==> src/hdl/hst_pkg.sv <==
// Shared constants, types and CRC functions for the humidity sensor bus target core.
package hst_pkg;

    localparam int S_TDATA_W = 40;
    localparam int S_TUSER_W = 3;
    localparam int M_TDATA_W = 8;
    localparam int M_TUSER_W = 1;

    localparam logic [1:0] EV_START = 2'd0;
    localparam logic [1:0] EV_WRITE = 2'd1;
    localparam logic [1:0] EV_READ  = 2'd2;

    localparam logic [15:0] CMD_MEAS_0 = 16'h2C06;
    localparam logic [15:0] CMD_MEAS_1 = 16'h2C0D;
    localparam logic [15:0] CMD_MEAS_2 = 16'h2C10;
    localparam logic [15:0] CMD_MEAS_3 = 16'h2400;
    localparam logic [15:0] CMD_MEAS_4 = 16'h240B;
    localparam logic [15:0] CMD_MEAS_5 = 16'h2416;
    localparam logic [15:0] CMD_MEAS_6 = 16'hE000;
    localparam logic [15:0] CMD_STATUS = 16'hF32D;

    localparam logic [7:0] CRC_POLY = 8'h31;
    localparam logic [7:0] CRC_INIT = 8'hFF;
    localparam logic [7:0] PAST_END = 8'hFF;

    localparam logic [2:0] LEN_NONE   = 3'd0;
    localparam logic [2:0] LEN_STATUS = 3'd3;
    localparam logic [2:0] LEN_MEAS   = 3'd6;
    localparam int         RESP_DEPTH = 6;
    localparam int         CMD_DEPTH  = 2;

    // Temperature: offset by 4500, span 0..17500.
    localparam logic [16:0] TEMP_OFS  = 17'd4500;
    localparam logic [15:0] TEMP_SPAN = 16'd17500;
    localparam logic [13:0] HUM_MAX   = 14'd10000;

    // raw = floor((x*13107 + c) / d) via exact reciprocal, folded into one constant product.
    // temp: d = 3500, c = 1750, shift 40; hum: d = 2000, c = 1000, shift 38
    localparam logic [41:0] TEMP_MUL = 42'd4117513981260;
    localparam logic [41:0] TEMP_ADD = 42'd549755815000;
    localparam logic [40:0] HUM_MUL  = 41'd1801412370078;
    localparam logic [40:0] HUM_ADD  = 41'd137438954000;

    typedef struct packed {
        logic [1:0]  command;
        logic        is_read;
        logic [7:0]  write_byte;
        logic [15:0] raw_temp;
        logic [15:0] raw_hum;
    } item_t;

    function automatic logic [7:0] crc8_byte(input logic [7:0] crc_in, input logic [7:0] data);
        logic [7:0] crc;
        crc = crc_in ^ data;
        for (int b = 0; b < 8; b++) begin
            if (crc[7]) begin
                crc = {crc[6:0], 1'b0} ^ CRC_POLY;
            end else begin
                crc = {crc[6:0], 1'b0};
            end
        end
        return crc;
    endfunction

    function automatic logic [7:0] crc8_pair(input logic [7:0] hi, input logic [7:0] lo);
        return crc8_byte(crc8_byte(CRC_INIT, hi), lo);
    endfunction

endpackage

==> src/hdl/humidity_sensor_i2c_target_core.sv <==
// Bus target core of a temperature and humidity sensor: command capture, scaling, CRC, readback.
//
//  channel | ports        | tdata (low bit up)                         | tuser (low bit up)
//  --------+--------------+--------------------------------------------+---------------------
//  in      | s_axis_*     | write_byte[8], temperature_centi[16] s,    | command[2], is_read[1]
//          |              | humidity_centi[14], 2 zero pad bits        |
//  out     | m_axis_*     | read_data[8]                               | ack[1]
//
// One request accepted per cycle unless stalled; it passes the input register, then the result register.
// Scaling (clamp and one constant multiply per code) runs ahead of the input register;
// CRC, command decode and all state updates run between the input and result registers.
// Reset clears command count, response length, read pointer and both valid bits.
// A stalled result holds the result register; the input register still fills while it is empty.
module humidity_sensor_i2c_target_core (
    input  logic                              aclk,
    input  logic                              aresetn,
    input  logic                              s_axis_tvalid,
    output logic                              s_axis_tready,
    input  logic [hst_pkg::S_TDATA_W-1:0]     s_axis_tdata,  // write_byte, temperature_centi, humidity_centi
    input  logic [hst_pkg::S_TUSER_W-1:0]     s_axis_tuser,  // command, is_read
    output logic                              m_axis_tvalid,
    input  logic                              m_axis_tready,
    output logic [hst_pkg::M_TDATA_W-1:0]     m_axis_tdata,  // read_data
    output logic [hst_pkg::M_TUSER_W-1:0]     m_axis_tuser   // ack
);

    logic signed [15:0] temp_in;
    logic signed [16:0] temp_sum;
    logic [14:0]        temp_x;
    logic [13:0]        hum_in;
    logic [13:0]        hum_x;
    logic [56:0]        temp_prod;
    logic [54:0]        hum_prod;
    hst_pkg::item_t     item_capt;

    logic               in_valid_reg, in_valid_next;
    hst_pkg::item_t     in_item_reg, in_item_next;
    logic               out_valid_reg, out_valid_next;
    logic [7:0]         out_data_reg, out_data_next;

    logic [7:0]         cmd_byte_reg [hst_pkg::CMD_DEPTH];
    logic [7:0]         cmd_byte_next [hst_pkg::CMD_DEPTH];
    logic [1:0]         cmd_cnt_reg, cmd_cnt_next;
    logic [7:0]         resp_reg [hst_pkg::RESP_DEPTH];
    logic [7:0]         resp_next [hst_pkg::RESP_DEPTH];
    logic [2:0]         resp_len_reg, resp_len_next;
    logic [2:0]         rd_ptr_reg, rd_ptr_next;

    logic               pipe_adv;
    logic               fire;
    logic               run;
    logic [15:0]        code;
    logic [7:0]         crc_temp;
    logic [7:0]         crc_hum;
    logic [7:0]         crc_zero;

    // input-side scaling
    assign temp_in  = signed'(s_axis_tdata[23:8]);
    assign temp_sum = {temp_in[15], temp_in} + signed'(hst_pkg::TEMP_OFS);
    assign hum_in   = s_axis_tdata[37:24];

    always_comb begin
        if (temp_sum[16]) begin
            temp_x = 15'd0;
        end else if (temp_sum[15:0] > hst_pkg::TEMP_SPAN) begin
            temp_x = hst_pkg::TEMP_SPAN[14:0];
        end else begin
            temp_x = temp_sum[14:0];
        end
        if (hum_in > hst_pkg::HUM_MAX) begin
            hum_x = hst_pkg::HUM_MAX;
        end else begin
            hum_x = hum_in;
        end
    end

    assign temp_prod = 57'(temp_x) * 57'(hst_pkg::TEMP_MUL) + 57'(hst_pkg::TEMP_ADD);
    assign hum_prod  = 55'(hum_x) * 55'(hst_pkg::HUM_MUL) + 55'(hst_pkg::HUM_ADD);

    always_comb begin
        item_capt.command    = s_axis_tuser[1:0];
        item_capt.is_read    = s_axis_tuser[2];
        item_capt.write_byte = s_axis_tdata[7:0];
        item_capt.raw_temp   = temp_prod[55:40];
        item_capt.raw_hum    = hum_prod[53:38];
    end

    // handshake
    assign pipe_adv      = !out_valid_reg || m_axis_tready;
    assign s_axis_tready = !in_valid_reg || pipe_adv;
    assign fire          = in_valid_reg && pipe_adv;

    assign crc_temp = hst_pkg::crc8_pair(in_item_reg.raw_temp[15:8], in_item_reg.raw_temp[7:0]);
    assign crc_hum  = hst_pkg::crc8_pair(in_item_reg.raw_hum[15:8], in_item_reg.raw_hum[7:0]);
    assign crc_zero = hst_pkg::crc8_pair(8'h00, 8'h00);

    always_comb begin
        in_valid_next  = in_valid_reg;
        in_item_next   = in_item_reg;
        out_valid_next = out_valid_reg;
        out_data_next  = out_data_reg;
        cmd_byte_next  = cmd_byte_reg;
        cmd_cnt_next   = cmd_cnt_reg;
        resp_next      = resp_reg;
        resp_len_next  = resp_len_reg;
        rd_ptr_next    = rd_ptr_reg;
        run            = 1'b0;
        code           = {cmd_byte_reg[0], cmd_byte_reg[1]};

        if (s_axis_tready) begin
            in_valid_next = s_axis_tvalid;
            in_item_next  = item_capt;
        end
        if (pipe_adv) begin
            out_valid_next = in_valid_reg;
        end

        if (fire) begin
            out_data_next = 8'h00;
            case (in_item_reg.command)
                hst_pkg::EV_START: begin
                    if (in_item_reg.is_read) begin
                        rd_ptr_next = 3'd0;
                    end else begin
                        cmd_cnt_next = 2'd0;
                    end
                end
                hst_pkg::EV_WRITE: begin
                    if (cmd_cnt_reg == 2'd0) begin
                        cmd_byte_next[0] = in_item_reg.write_byte;
                        cmd_cnt_next     = 2'd1;
                    end else if (cmd_cnt_reg == 2'd1) begin
                        cmd_byte_next[1] = in_item_reg.write_byte;
                        cmd_cnt_next     = 2'd2;
                    end
                    run  = (cmd_cnt_next == 2'd2);
                    code = {cmd_byte_next[0], cmd_byte_next[1]};
                end
                hst_pkg::EV_READ: begin
                    if (rd_ptr_reg < resp_len_reg) begin
                        out_data_next = resp_reg[rd_ptr_reg];
                        rd_ptr_next   = rd_ptr_reg + 3'd1;
                    end else begin
                        out_data_next = hst_pkg::PAST_END;
                    end
                end
                default: begin
                end
            endcase
        end

        if (run) begin
            rd_ptr_next = 3'd0;
            if (code inside {hst_pkg::CMD_MEAS_0, hst_pkg::CMD_MEAS_1, hst_pkg::CMD_MEAS_2,
                             hst_pkg::CMD_MEAS_3, hst_pkg::CMD_MEAS_4, hst_pkg::CMD_MEAS_5,
                             hst_pkg::CMD_MEAS_6}) begin
                resp_next[0]  = in_item_reg.raw_temp[15:8];
                resp_next[1]  = in_item_reg.raw_temp[7:0];
                resp_next[2]  = crc_temp;
                resp_next[3]  = in_item_reg.raw_hum[15:8];
                resp_next[4]  = in_item_reg.raw_hum[7:0];
                resp_next[5]  = crc_hum;
                resp_len_next = hst_pkg::LEN_MEAS;
            end else if (code == hst_pkg::CMD_STATUS) begin
                resp_next[0]  = 8'h00;
                resp_next[1]  = 8'h00;
                resp_next[2]  = crc_zero;
                resp_len_next = hst_pkg::LEN_STATUS;
            end else begin
                resp_len_next = hst_pkg::LEN_NONE;
            end
        end
    end

    always_ff @(posedge aclk) begin
        if (!aresetn) begin
            in_valid_reg  <= 1'b0;
            out_valid_reg <= 1'b0;
            cmd_cnt_reg   <= 2'd0;
            resp_len_reg  <= hst_pkg::LEN_NONE;
            rd_ptr_reg    <= 3'd0;
        end else begin
            in_valid_reg  <= in_valid_next;
            out_valid_reg <= out_valid_next;
            cmd_cnt_reg   <= cmd_cnt_next;
            resp_len_reg  <= resp_len_next;
            rd_ptr_reg    <= rd_ptr_next;
        end
    end

    always_ff @(posedge aclk) begin
        in_item_reg  <= in_item_next;
        out_data_reg <= out_data_next;
        cmd_byte_reg <= cmd_byte_next;
        resp_reg     <= resp_next;
    end

    assign m_axis_tvalid = out_valid_reg;
    assign m_axis_tdata  = out_data_reg;
    assign m_axis_tuser  = 1'b1;

    a_ptr_in_range: assert property (@(posedge aclk) disable iff (!aresetn)
        rd_ptr_reg <= resp_len_reg)
        else $error("read pointer beyond response length");

    a_len_legal: assert property (@(posedge aclk) disable iff (!aresetn)
        resp_len_reg == hst_pkg::LEN_NONE || resp_len_reg == hst_pkg::LEN_STATUS ||
        resp_len_reg == hst_pkg::LEN_MEAS)
        else $error("illegal response length");

    a_cnt_legal: assert property (@(posedge aclk) disable iff (!aresetn)
        cmd_cnt_reg <= 2'd2)
        else $error("command byte count overflow");

    a_run_rewinds: assert property (@(posedge aclk) disable iff (!aresetn)
        fire && in_item_reg.command == hst_pkg::EV_WRITE && cmd_cnt_reg != 2'd0
        |=> rd_ptr_reg == 3'd0)
        else $error("command run did not rewind read pointer");

endmodule
==> config.mk <==
export PLATFORM = sky130hd
export DESIGN_NAME = humidity_sensor_i2c_target_core
export DESIGN_NICKNAME = d
export VERILOG_FILES = /design/src/hdl/hst_pkg.sv /design/src/hdl/humidity_sensor_i2c_target_core.sv
export SDC_FILE = /design/constraint.sdc
export NUM_CORES = 1
export LEC_CHECK = 0
export BUFFER_PORTS_ARGS = -buffer_cell sky130_fd_sc_hd__buf_2
export CORE_MARGIN = 1.5
export CORE_UTILIZATION = 60
export CTS_BUF_LIST = sky130_fd_sc_hd__clkbuf_8 sky130_fd_sc_hd__clkbuf_16
export DETAILED_ROUTE_END_ITERATION = 8
export PLACE_DENSITY = 0.8
export SLEW_MARGIN = 25
export SYNTH_ARGS = -nofsm -noshare
export SYNTH_HDL_FRONTEND = slang
export SYNTH_SLANG_ARGS = --single-unit
==> constraint.sdc <==
create_clock -name aclk -period 10 [get_ports aclk]
set_clock_uncertainty 0.05 [all_clocks]
set_input_delay 1.5 -clock aclk [delete_from_list [all_inputs] [get_ports aclk]]
set_output_delay 1.5 -clock aclk [all_outputs]
set_load 0.01 [all_outputs]
After elaboration in Yosys (flattened, before gate mapping)

Index checks and enable logic that the tools add are counted.

Flip-flop bits (word level): 125
Output and inout bits: 11
Logic and storage cells: 158
Input port bits: 47

Mux-type cells: 59
Bitwise gates (word level): 38
$add $sub $neg: 4
Reduce and logical (&&, ||, !) cells: 16
Eq/ne operators: 15
Multiply operators: 2
$lt $le $gt $ge: 4

Operators with widths:

| operator                 | count |
|---|---|
| $mux W6                  | 32 |
| $eq A16 B14 Y1 const B   | 6 |
| $not A3 Y3               | 32 |
| $add A56 B40 Y56 const B | 1 |
| $add A54 B38 Y54 const B | 1 |
| $mul A15 B40 Y54 const B | 1 |
| $mul A14 B40 Y53 const B | 1 |
| $mux W24                 | 2 |
| $mux W8                  | 6 |
| $eq A16 B16 Y1 const B   | 2 |
| $mux W16                 | 2 |
| $mux W15                 | 2 |
| $bmux W8 S3              | 1 |
| $add A16 B14 Y17 const B | 1 |
| $gt A16 B15 Y1 const B   | 1 |
| $not A8 Y8               | 2 |
| $xor A8 B8 Y8            | 2 |
| $gt A14 B14 Y1 const B   | 1 |
| $mux W14                 | 1 |
| $mux W2                  | 6 |
| $mux W3                  | 3 |
| $reduce_bool A7 Y1       | 1 |
| $ne A2 B2 Y1 const B     | 3 |
| $pmux W3 S2              | 1 |
| 18 further kinds         | 27 |

Logic depth before layout (Yosys ltp)

Word-level depth: 35
Mapped depth: 37
Depth with buffers taken out: 34

Worst setup path after synthesis

No wires, ideal clock.

Path type: in2reg
Start: input port s_axis_tdata[10] in the netlist's numbering
End: register in_item_reg[31] in the netlist's numbering, data pin
Arrival time: 10.621 ns
Buffers on the path: 3
Data required time: 9.690 ns
Cell stages on the path: 35
Setup time: 0.260 ns
Path slack: -0.931 ns
Cells stage by stage: ha_1 > clkbuf_1 > o211a_1 > nor3_1 > nand4b_1 > inv_1 > o21ai_1 > mux2_2 > a21oi_1 > a41o_1 > clkbuf_1 > a21oi_1 > inv_1 > fa_1 > inv_1 > fa_1 > fa_1 > fa_1 > fa_1 > inv_1 > fa_1 > inv_1 > ha_1 > clkbuf_1 > a21oi_1 > o21ai_1 > o311ai_0 > nor2_1 > a211oi_1 > o31ai_1 > xnor2_1 > or3_1 > nor4_4 > nand4_1 > xnor2_1

Cells in the longest elaborated chain, start to end: 6

RTL lines:

| element                | RTL line                               | source |
|---|---|---|
| start: declaration     | humidity_sensor_i2c_target_core.sv:19  | `input logic [hst_pkg::S_TDATA_W-1:0] s_axis_tdata,` |
| $add A16 B14 Y17 *     | humidity_sensor_i2c_target_core.sv:59  | `assign temp_sum = {temp_in[15], temp_in} + signed'(hst_pkg::TEMP_OFS);` |
| $gt A16 B15 Y1         | humidity_sensor_i2c_target_core.sv:65  | `end else if (temp_sum[15:0] > hst_pkg::TEMP_SPAN) begin` |
| $mux W15               | humidity_sensor_i2c_target_core.sv:65  |  |
| $mux W15 *             | humidity_sensor_i2c_target_core.sv:63  | `if (temp_sum[16]) begin` |
| $mul A15 B40 Y54 *     | humidity_sensor_i2c_target_core.sv:77  | `assign temp_prod = 57'(temp_x) * 57'(hst_pkg::TEMP_MUL) + 57'(hst_pkg::TEMP_ADD);` |
| $add A56 B40 Y56 *     | humidity_sensor_i2c_target_core.sv:77  |  |
| net temp_prod[55]      | humidity_sensor_i2c_target_core.sv:32  | `logic [56:0] temp_prod;` |
| end signal: assignment | humidity_sensor_i2c_target_core.sv:192 | `in_item_reg <= in_item_next;` |
| end: declaration       | humidity_sensor_i2c_target_core.sv:37  | `hst_pkg::item_t in_item_reg, in_item_next;` |

Mark *: on every way through the listed nets, which the timed path passes. The rest lies on a longest branch.
A chain may end at the register's enable or synchronous reset.

Worst setup path in the final report

Start: input port s_axis_tdata[11] in the netlist's numbering
End: register in_item_reg[29] in the netlist's numbering, data pin

The elaborated chain is that of the path after synthesis.

==> out/metrics.csv <==
metric;value;unit
track_usage;36.3;%
synth_cell_types;95;
path_clk_slew;0.05;ns
cp_top_family;adder cells;
synth_top_flop_cell;edfxtp_1;
placed_cells;3907;
cts_root_buf;clkbuf_16;
diodes;0;
grt_pass1_vias;24659;
synth_area_leaders;fa_1 (31%), ha_1 (16%), edfxtp_1 (11%), inv_1 (7.9%), xnor2_1 (3.7%);
start_util;61.0;%
drtAntennaViolNets;0;
fmax;0.101;GHz
synth_top_area_share;31.2;%
setup_viol;0;
wirelength;83800;µm
htree_levels;4;
io_buffers;54;
design.die.area;46500;µm²
synthArstFlopShare;0;%
cts_hold_buffers;0;
avgSynthCellArea;9.62;µm²
nNetsFinal;4163;
gr-total-overflow;0;
io-pin-count;58;
slew_headroom;38.9;%
cpMostUsedCell;fa_1;
cts_buffers;17;
status;completed;
synth_top_area_cell;fa_1;
clock_insertion_delay_worst_skew;0.43;ns
antenna_found_initial;0;
nFillCells;2844;
cts_tree;done;
viasPerCell;5.98;
arrival;10.05;ns
slowest_stage;fa_1;
cts_sinks;125;
remaining_drc_errors;0;
crit_type;in2reg;
end_kind;register;
layout_min_cycle_time;9.93;ns
ys_seq_area_share;12.9;%
worstMarginPinSlew;0.916;ns
maxCapViolCount;0;
rsz0062_at_grt;true;
chipWidth;216;µm
syn_to_final_growth;23.4;%
netlist_instances;2819;
grt_max_degree;45;
core-area;44400;µm²
critPathLaunchType;input port;
dp_hpwl;69700;µm
period_share;99.3;%
cpPeakStageDelay;0.55;ns
routedWlPerCell;21.2;µm
crit_path_max_fanout;7;
gp_congestion;1.07;
die_y;216;µm
synth_edf_count;99;
drive_above_1_share;24.7;%
stdcell_count;3958;
ys.warnings.count;0;
vias;23677;
synth_most_common_cell;inv_1;
synth_seq_cells;125;
grt_pass1_wl;132000;µm
netlist_top_cells_count;inv_1 (569), fa_1 (423), ha_1 (340), nand2_1 (147), a21oi_1 (144);
rows;77;
hold_viol_final;0;
drt_iter0_drc;2335;
cp_num_buf_inv;11;
largest_reg_flops;48;
synth_area;27100;µm²
worstHoldPathType;reg2reg;
critPathRequiredTime;10.13;ns
cts_buffer_depth;2;
report.final.slew_viol_count;0;
drtPass1Iterations;6;
## layout by cell type, fill, tap and decap left out, types with 18 or more instances in the layout
cell | netlist | routed
a21o_1 | 65 | 64
a21oi_1 | 144 | 120
nand3_1 | 39 | 38
and2_1 | 28 | 28
ha_1 | 340 | 308
dfxtp_1 | 26 | 25
nor3_1 | 40 | 37
xor2_1 | 50 | 50
buf_2 | 14 | 52
nand4_1 | 42 | 42
xnor2_1 | 113 | 111
nand2_1 | 147 | 142
edfxtp_1 | 99 | 99
inv_2 | 0 | 25
mux2i_1 | 23 | 23
and3_1 | 20 | 19
o21ai_0 | 77 | 62
o211ai_1 | 23 | 23
nor2_1 | 113 | 111
clkbuf_16 | 0 | 18
buf_4 | 1 | 515
inv_1 | 569 | 546
ha_4 | 0 | 25
fa_1 | 423 | 410
## layer usage
layer	global-route usage, %	share of wire, %
met5	0	0
met4	12.6	4.1
met3	4.64	8.0
met2	62.2	49
met1	47.6	39
## stage by stage
stage          instance area [µm²]  hold slack (ns)  util [%]  worst slack (ns)  TNS (ns)
3_3_place_gp                 32000            0.389      72.0            -0.386     -4.46
6_report                     33400            0.426      75.3            0.0720         0
5_1_grt                      33400            0.431      75.3            -0.252     -2.08
4_1_cts                      32700            0.420      73.6           0.00581         0
2_1_floorplan                27500            0.376         -          -0.00285  -0.00285
3_5_place_dp                 32000            0.399      72.0            -0.575     -7.47
## path summary, 6_finish.rpt
check	from	endpoint	slack (ns)	cells past startpoint
min reg2reg	cmd_byte_reg[6]	cmd_byte_reg[6]	0.43	2
min	cmd_byte_reg[6]	cmd_byte_reg[6]	0.43	2
max reg2reg	m_axis_tvalid	resp_reg[13]	5.38	12
max	s_axis_tdata[11]	in_item_reg[29]	0.07	39
## timing repair
action | 4_1_cts | 5_1_grt
endpoints found under the setup margin | 12 | 17
gates cloned | 0 | 1
buffers inserted | 2 | 15
pin swaps | 14 | 114
gates resized for setup | 11 | 147
## area by class of cell
cell class,count,area (µm²),share of cell area [%]
clock buffers,20,467,1.40
repair buffers,582,4340,13.0
flip-flops and latches,125,3490,10.5
inverters,570,2150,6.42
well taps,592,741,2.21
clock inverters,12,130,0.389
multi-input cells,2057,22100,66.2
## worst reg2reg max path, stage by stage (launching register included)
cell       delay [ns]
dfxtp_1          0.32
nor2b_1          0.36
and4bb_2         0.33
nand3b_1         0.50
mux2i_1          0.47
inv_1            0.14
o32ai_1          0.15
o21ai_0          0.19
o32a_1           0.23
a2111oi_2        0.22
buf_4            0.29
nand3_1          0.24
inv_1            0.74
## logic make-up after synthesis
family	Yosys count	synth area share, %
other	2	0.0277
AOI/OAI and AO/OA	521	13.2
buffers and inverters	643	9.04
DFF	125	12.9
and+or+nand+nor	553	10.4
xor gates and xnor gates	163	5.27
adders and majority gates	763	46.9
muxes	49	2.26
Power is not shown: default switching activity piles up to over one toggle a cycle in this logic, so the estimate is an artifact.
